===== config.mk =====
export PLATFORM = sky130hd
export DESIGN_NAME = tcw_cursor
export DESIGN_NICKNAME = d
export VERILOG_FILES = /design/src/hdl/tcw_pkg.sv /design/src/hdl/tcw_cursor.sv
export SDC_FILE = /design/constraint.sdc
export NUM_CORES = 1
export LEC_CHECK = 0
export ABC_CLOCK_PERIOD_IN_PS = 2300
export BUFFER_PORTS_ARGS = -buffer_cell sky130_fd_sc_hd__buf_2
export CAP_MARGIN = 20
export CORE_MARGIN = 10
export CORE_UTILIZATION = 40
export DETAILED_ROUTE_END_ITERATION = 10
export PLACE_DENSITY = 0.71
export SYNTH_ARGS = -nofsm -noshare
export SYNTH_HDL_FRONTEND = slang
export SYNTH_SLANG_ARGS = --single-unit

===== constraint.sdc =====
create_clock -name vclk -period 2.3
set_clock_uncertainty 0.1 [all_clocks]
set_input_delay 0.345 -clock vclk [all_inputs]
set_output_delay 0.345 -clock vclk [all_outputs]
set_load 0.01 [all_outputs]

===== src/hdl/tcw_pkg.sv =====
// Package for the text console writer: sequencer states, operation codes,
// character codes, configuration register indexes and the cursor action type.
// No dependencies.
`default_nettype none

package tcw_pkg;

  typedef enum logic [2:0] {
    ST_INIT,
    ST_IDLE,
    ST_EXEC,
    ST_RDATA,
    ST_SCR_RD,
    ST_SCR_WR,
    ST_FILL
  } state_t;

  typedef enum logic [1:0] {
    OP_PUT   = 2'd0,
    OP_CLEAR = 2'd1,
    OP_READ  = 2'd2,
    OP_NONE  = 2'd3
  } op_t;

  localparam logic [7:0] CH_BACKSPACE = 8'd8;
  localparam logic [7:0] CH_TAB       = 8'd9;
  localparam logic [7:0] CH_NEWLINE   = 8'd10;
  localparam logic [7:0] CH_RETURN    = 8'd13;
  localparam logic [7:0] CH_SPACE     = 8'd32;

  localparam logic [1:0] CFG_FORE = 2'd0;
  localparam logic [1:0] CFG_BACK = 2'd1;

  localparam logic [3:0] FORE_RESET  = 4'hF;
  localparam logic [3:0] BACK_RESET  = 4'h0;
  localparam logic [7:0] RESET_COLOR = 8'h0F;

  typedef struct packed {
    logic wr;
    logic scroll;
  } cur_act_t;

endpackage

`default_nettype wire


===== src/hdl/tcw_cursor.sv =====
// Cursor step unit: decodes one character and gives the cell to write,
// the next cursor position and whether the store must scroll.
// Depends on tcw_pkg.
`default_nettype none

module tcw_cursor #(
  parameter int COLS = 80,
  parameter int ROWS = 25,
  localparam int COL_W = $clog2(COLS),
  localparam int ROW_W = $clog2(ROWS)
) (
  input  wire logic [7:0]       ch,
  input  wire logic [ROW_W-1:0] row,
  input  wire logic [COL_W-1:0] col,
  output tcw_pkg::cur_act_t     act,
  output logic      [COL_W-1:0] wcol,
  output logic      [7:0]       wchar,
  output logic      [ROW_W-1:0] nrow,
  output logic      [COL_W-1:0] ncol
);

  localparam logic [COL_W:0] COLS_X   = (COL_W+1)'(COLS);
  localparam logic [ROW_W:0] ROWS_X   = (ROW_W+1)'(ROWS);
  localparam logic [COL_W:0] TAB_MASK = ~((COL_W+1)'(3));

  logic [COL_W:0] col_x;
  logic [COL_W:0] col_inc;
  logic [COL_W:0] col_tab;
  logic [ROW_W:0] row_inc;
  logic           nl;

  always_comb begin
    col_x   = {1'b0, col};
    col_inc = col_x + (COL_W+1)'(1);
    col_tab = (col_x + (COL_W+1)'(4)) & TAB_MASK;
    row_inc = {1'b0, row} + (ROW_W+1)'(1);
    act     = '0;
    wcol    = col;
    wchar   = ch;
    ncol    = col;
    nrow    = row;
    nl      = 1'b0;
    case (ch)
      tcw_pkg::CH_NEWLINE: begin
        nl = 1'b1;
      end
      tcw_pkg::CH_RETURN: begin
        ncol = '0;
      end
      tcw_pkg::CH_TAB: begin
        if (col_tab >= COLS_X) begin
          nl = 1'b1;
        end else begin
          ncol = col_tab[COL_W-1:0];
        end
      end
      tcw_pkg::CH_BACKSPACE: begin
        if (col != '0) begin
          ncol   = col - COL_W'(1);
          wcol   = col - COL_W'(1);
          wchar  = tcw_pkg::CH_SPACE;
          act.wr = 1'b1;
        end
      end
      default: begin
        act.wr = 1'b1;
        if (col_inc >= COLS_X) begin
          nl = 1'b1;
        end else begin
          ncol = col_inc[COL_W-1:0];
        end
      end
    endcase
    if (nl) begin
      ncol = '0;
      if (row_inc >= ROWS_X) begin
        act.scroll = 1'b1;
        nrow       = ROW_W'(ROWS - 1);
      end else begin
        nrow = row_inc[ROW_W-1:0];
      end
    end
  end

endmodule

`default_nettype wire


==> flow_summary.yaml, run 1 <==
hold_path:
  min-delay-start: "ch[6]"
  whs_path_depth: 2
  hold_path.class: "in -> out"
  hold_path_end: "wchar[6]"
status:
  outcome: "finished, violations left"
  violations: "setup timing"
final_layout:
  syn_to_final_growth_pct: 106
  fill_cells: 126
  ff_latch_area_um2: 0
  nClkBuffers: 0
  diodes: 0
  final_cell_mix: "buf_4, buf_2, buf_6"
  postLayoutCellArea_um2: 2400
  layout_commonest_cell: "buf_4"
  seq_cells: 0
  final_layout_size_suffix_gt1_share_pct: 65.1
  nets: 304
synth:
  ys_types: 62
  yosys.area.top_type: "ha_1"
  yosys.area.top_type_share_pct: 7.51
  synth.cell_area_um2: 1170
  synth_area_per_cell_um2: 6.78
  syn_inst: 172
  synthesis.nets: 199
  yosys-top-cells-area: "ha_1, xnor2_1, nand2_1"
  ys.warnings.count: 0
  seq_area_frac_synth_pct: 0
power_and_ir_drop:
  switching_share_pct: 51.6
  p_clk_share_pct: 0
  leakagePower_nw: 1.05
  p_total_mw: 0.428
  pwr-share-comb_pct: 100.0
  netSwitchingPower_mw: 0.221
  power.density_nw_per_um2: 178
  p_int_mw: 0.207
  seq_power_share_pct: 0
  vdd_drop_max_mv: 0.152
grt:
  grt_pass1_vias: 1788
  grt_max_degree: 10
  grt_pass1_wl_um: 8140
  grt_antenna_before_repair: 0
  grt_overflow: 0
  grt_usage_pct: 17.6
floorplan:
  dieWidth_um: 74.0
  dieArea_um2: 5480
  initial_core_util_pct: 41.9
  die_h_um: 74.0
  rows: 19
  pin_count: 49
  coreArea_um2: 2780
critical_path:
  critical_path_class: "in -> out"
  arrival_ps: 2090
  cp-startpoint: "col[2]"
  path_max_fanout: 5
  cp.required_ps: 1860
  start_kind: "input pin"
  endpoint_kind: "output port"
place:
  dp_hpwl_um: 3750
  dpl_cell_area_um2: 1820
  dp_slack_ps: -298
  io_buffers: 49
  gp_congestion: 0.967
routing:
  final_antenna_net_count: 0
  drtIter0Drc: 183
  num_vias: 1973
  drc: 0
  totalWireLength_um: 6920
  firstDrtPassIters: 5
  wl_per_cell_um: 22.6
  viasPerCell: 6.45
sta:
  tightest_slew_ps: 480
  grt_setup_unrepaired: "true"
  fin_tns_setup_ps: -2550
  setup_viol: 23
  slew_violations: 0
  hold_viol_final: 0
  slew_headroom_pct: 67.6
  fin_crit_ps: 2540
  finalCritPeriodShare_pct: 110
  max_freq_mhz: 394
  setup_slack_ps: -239
job:
  maxCapViolations: 0
cts:
  ctsHoldBuffers: 0
==> worst max path at each step <==
stage	endpoint	slack [ps]	cells past startpoint
final	nrow[3]	-240	8
after floorplan	nrow[0]	30	8
after CTS	nrow[1]	-210	8
after detailed placement	ncol[4]	-300	10
after global placement	ncol[4]	-250	10
after global routing	nrow[3]	-260	8
==> layout make-up <==
class / instances / area, um^2 / share of cell area [%]
Tap cell: 31 / 38.8 / 1.61
Timing Repair Buffer: 118 / 903 / 37.6
Inverter: 13 / 53.8 / 2.24
Multi-Input combinational cell: 144 / 1410 / 58.5
==> cell usage after synthesis, types with 2 or more instances <==
library cell,count
or3_1,3
ha_1,7
buf_2,3
nor2_1,11
nor2b_1,2
a31oi_1,3
a21oi_1,7
buf_4,2
and3_1,3
mux2_1,2
o21ai_0,7
nand3_1,6
nor3_1,3
nor4_1,2
xnor2_1,8
o31ai_1,3
o21ai_1,4
o22ai_1,3
inv_1,13
mux2i_1,3
nand2_1,17
a311oi_1,2
a2bb2oi_1,2
nand4_1,2
o32ai_1,2
nand2b_1,2
clkbuf_1,8
and2_1,3
a221oi_1,3
nand3b_1,3
a22oi_1,2
==> what timing repair did <==
item                       4_1_cts  5_1_grt
buffers inserted                 5       10
pin swaps                       19       23
setup endpoints to repair       21       22
gates resized for setup         55       45
==> logic make-up after synthesis <==
| family | after synthesis | share of synthesized area [%] |
|---|---|---|
| buffers and inverters | 28 | 11.1 |
| AOI/OAI and AO/OA | 51 | 32.3 |
| and+or+nand+nor | 72 | 37.7 |
| xor gates and xnor gates | 8 | 6.01 |
| muxes | 6 | 5.47 |
| adders and majority gates | 7 | 7.51 |
==> metal layers <==
metal	vias up	global-route usage (%)	part of all wire (%)
met1	937	19.3	35
met3	42	1.20	8.4
met5	-	0	0
met4	0	4.97	4.7
li1	844	-	-
met2	150	34.8	52
==> stage by stage <==
stage,instances,utilization (%),hold WS [ps]
final,306,86.4,789
after global routing,306,86.4,796
after CTS,298,76.7,784
after detailed placement,293,65.6,812
after global placement,293,65.6,810
after floorplan,172,-,692
==> power groups by stage <==
stage	clock, mW	combinational (mW)	sequential (mW)
2_1_floorplan	0	0.168	0
3_3_place_gp	0	0.295	0
3_5_place_dp	0	0.301	0
4_1_cts	0	0.349	0
5_1_grt	0	0.447	0
6_report	0	0.428	0
==> critical path, cell delays in order <==
cell      delay (ps)
buf_8            110
ha_4             170
and3_4           200
a221oi_4         420
o21bai_4         120
a31oi_1          230
mux2_1           360
buf_6            130
No activity file was read; power rests on OpenSTA's default activity.
==> run 2, diff against run 1 <==
BUFFER_PORTS_ARGS = default   (was -buffer_cell sky130_fd_sc_hd__buf_2)
DONT_BUFFER_PORTS = 1   (was default)
PLACE_DENSITY = default   (was 0.71)
TNS_END_PERCENT = 30   (was default)
==> run 2 against run 1 <==
  * The flow still finishes with violations (setup timing)
  * Via count fell by 32%
  * Non-clock buffer count down 91
  * Clock-buffer cell count unchanged
  * Cell count down 30%
  * Sequential share of layout area unchanged
  * Maximum frequency rose by 9.7%
  * Power is 51% lower
  * First-iteration DRC count down 55%
  * Utilization is 32 points lower
  * Die area did not move
  * Largest cell class unchanged
==> flow_summary.yaml, run 2 (synthesis results as in run 1) <==
critical_path:
  arrival_ps: 1870
  endpoint_kind: "output port"
  critical_path_class: "in -> out"
  cp.required_ps: 1860
  path_max_fanout: 4
  start_kind: "input pin"
grt:
  grt_pass1_vias: 1336
  grt_usage_pct: 13.4
  grt_use_met1_pct: 16.6
  gr-usage-met2_pct: 24.0
  top_usage_layer: "met2"
  grt_antenna_before_repair: 0
  grt_overflow: 0
  grt_max_degree: 20
  met3_usage_pct: 2.66
  grt_pass1_wl_um: 6350
sta:
  finalCritPeriodShare_pct: 101
  hold_viol_final: 0
  setup_slack_ps: -14.1
  max_freq_mhz: 432
  tightest_slew_ps: 494
  grt_setup_unrepaired: "true"
  fin_tns_setup_ps: -18.7
  hold_slack_ps: 590
  fin_crit_ps: 2310
  setup_viol: 2
  slew_violations: 0
  slew_headroom_pct: 66.8
routing:
  totalWireLength_um: 3960
  drc: 0
  drtIter0Drc: 82
  viasPerCell: 6.24
  firstDrtPassIters: 4
  final_antenna_net_count: 0
  num_vias: 1341
  wl_per_cell_um: 18.4
final_layout:
  seq_cells: 0
  ff_latch_area_um2: 0
  final_layout_size_suffix_gt1_share_pct: 33.7
  nets: 213
  layout_commonest_cell: "buf_4"
  final_cell_mix: "buf_4, nand2_1, inv_1"
  diodes: 0
  syn_to_final_growth_pct: 29.2
  nClkBuffers: 0
status:
  violations: "setup timing"
  outcome: "finished, violations left"
power_and_ir_drop:
  switching_share_pct: 53.2
  vdd_drop_max_mv: 0.0762
  seq_power_share_pct: 0
  power.density_nw_per_um2: 140
  p_int_mw: 0.0990
  netSwitchingPower_mw: 0.112
  pwr-share-comb_pct: 100.0
  p_clk_share_pct: 0
  leakagePower_nw: 0.552
floorplan:
  rows: 19
  coreArea_um2: 2780
  dieArea_um2: 5480
  dieWidth_um: 74.0
  pin_count: 49
  initial_core_util_pct: 41.9
  die_h_um: 74.0
place:
  dp_hpwl_um: 3050
  dp_slack_ps: -91.6
  gp_congestion: 0.921
  io_buffers: 0
job:
  maxCapViolations: 0
cts:
  ctsHoldBuffers: 0
hold_path:
  hold_path.class: "in -> out"
==> run 2: cell types whose count changed in the layout (fill, tap and decap cells not counted), moves of 4 or more <==
cell	change
buf_8	-5
buf_4	-29
buf_2	-38
buf_6	-19
nor2_1	+4
ha_4	-4
==> run 2: layer usage <==
| layer | wire length, um | vias up | part of all wire (%) |
|---|---|---|---|
| met5 | 0 | - | 0 |
| met4 | 36 | 0 | 0.91 |
| met3 | 340 | 4 | 8.6 |
| met2 | 1950 | 59 | 49 |
| met1 | 1640 | 615 | 41 |
| li1 | - | 663 | - |
==> run 2: path summary, 6_finish.rpt <==
kind | start | end | slack [ps] | cells after the start
setup / recovery | ch[7] | nrow[0] | -10 | 6
hold / removal | ch[6] | wchar[6] | 590 | 0
==> run 2: cell type report <==
cell class	instances	area (um^2)
fillers	268	1270
multi-input cells	144	1210
repair buffers	27	206
inverters	13	48.8
well taps	31	38.8
==> run 2: metrics by stage <==
step | cell area [um^2] | cells | total power, mW | util [%]
6_report | 1510 | 215 | 0.211 | 54.2
5_1_grt | 1510 | 215 | 0.231 | 54.2
3_3_place_gp | 1350 | 214 | 0.184 | 48.7
4_1_cts | 1450 | 215 | 0.201 | 52.0
2_1_floorplan | 1200 | 172 | 0.168 | -
3_5_place_dp | 1350 | 214 | 0.187 | 48.7
==> run 2: power groups by stage <==
stage	Combinational (mW)	Sequential, mW	Clock [mW]
6_report	0.211	0	0
2_1_floorplan	0.168	0	0
4_1_cts	0.201	0	0
5_1_grt	0.231	0	0
3_3_place_gp	0.184	0	0
3_5_place_dp	0.187	0	0
==> run 2: repair_timing <==
item | 4_1_cts | 5_1_grt
setup buffers | 1 | 0
pin swaps | 3 | 4
setup endpoints to repair | 9 | 13
resized for setup | 14 | 12
==> run 2: worst max-delay path, cell delays in order <==
cell and delay [ps]:
or4b_4 580, nor3_4 200, o21bai_4 160, and3_4 210
buf_6 130, mux2i_4 260
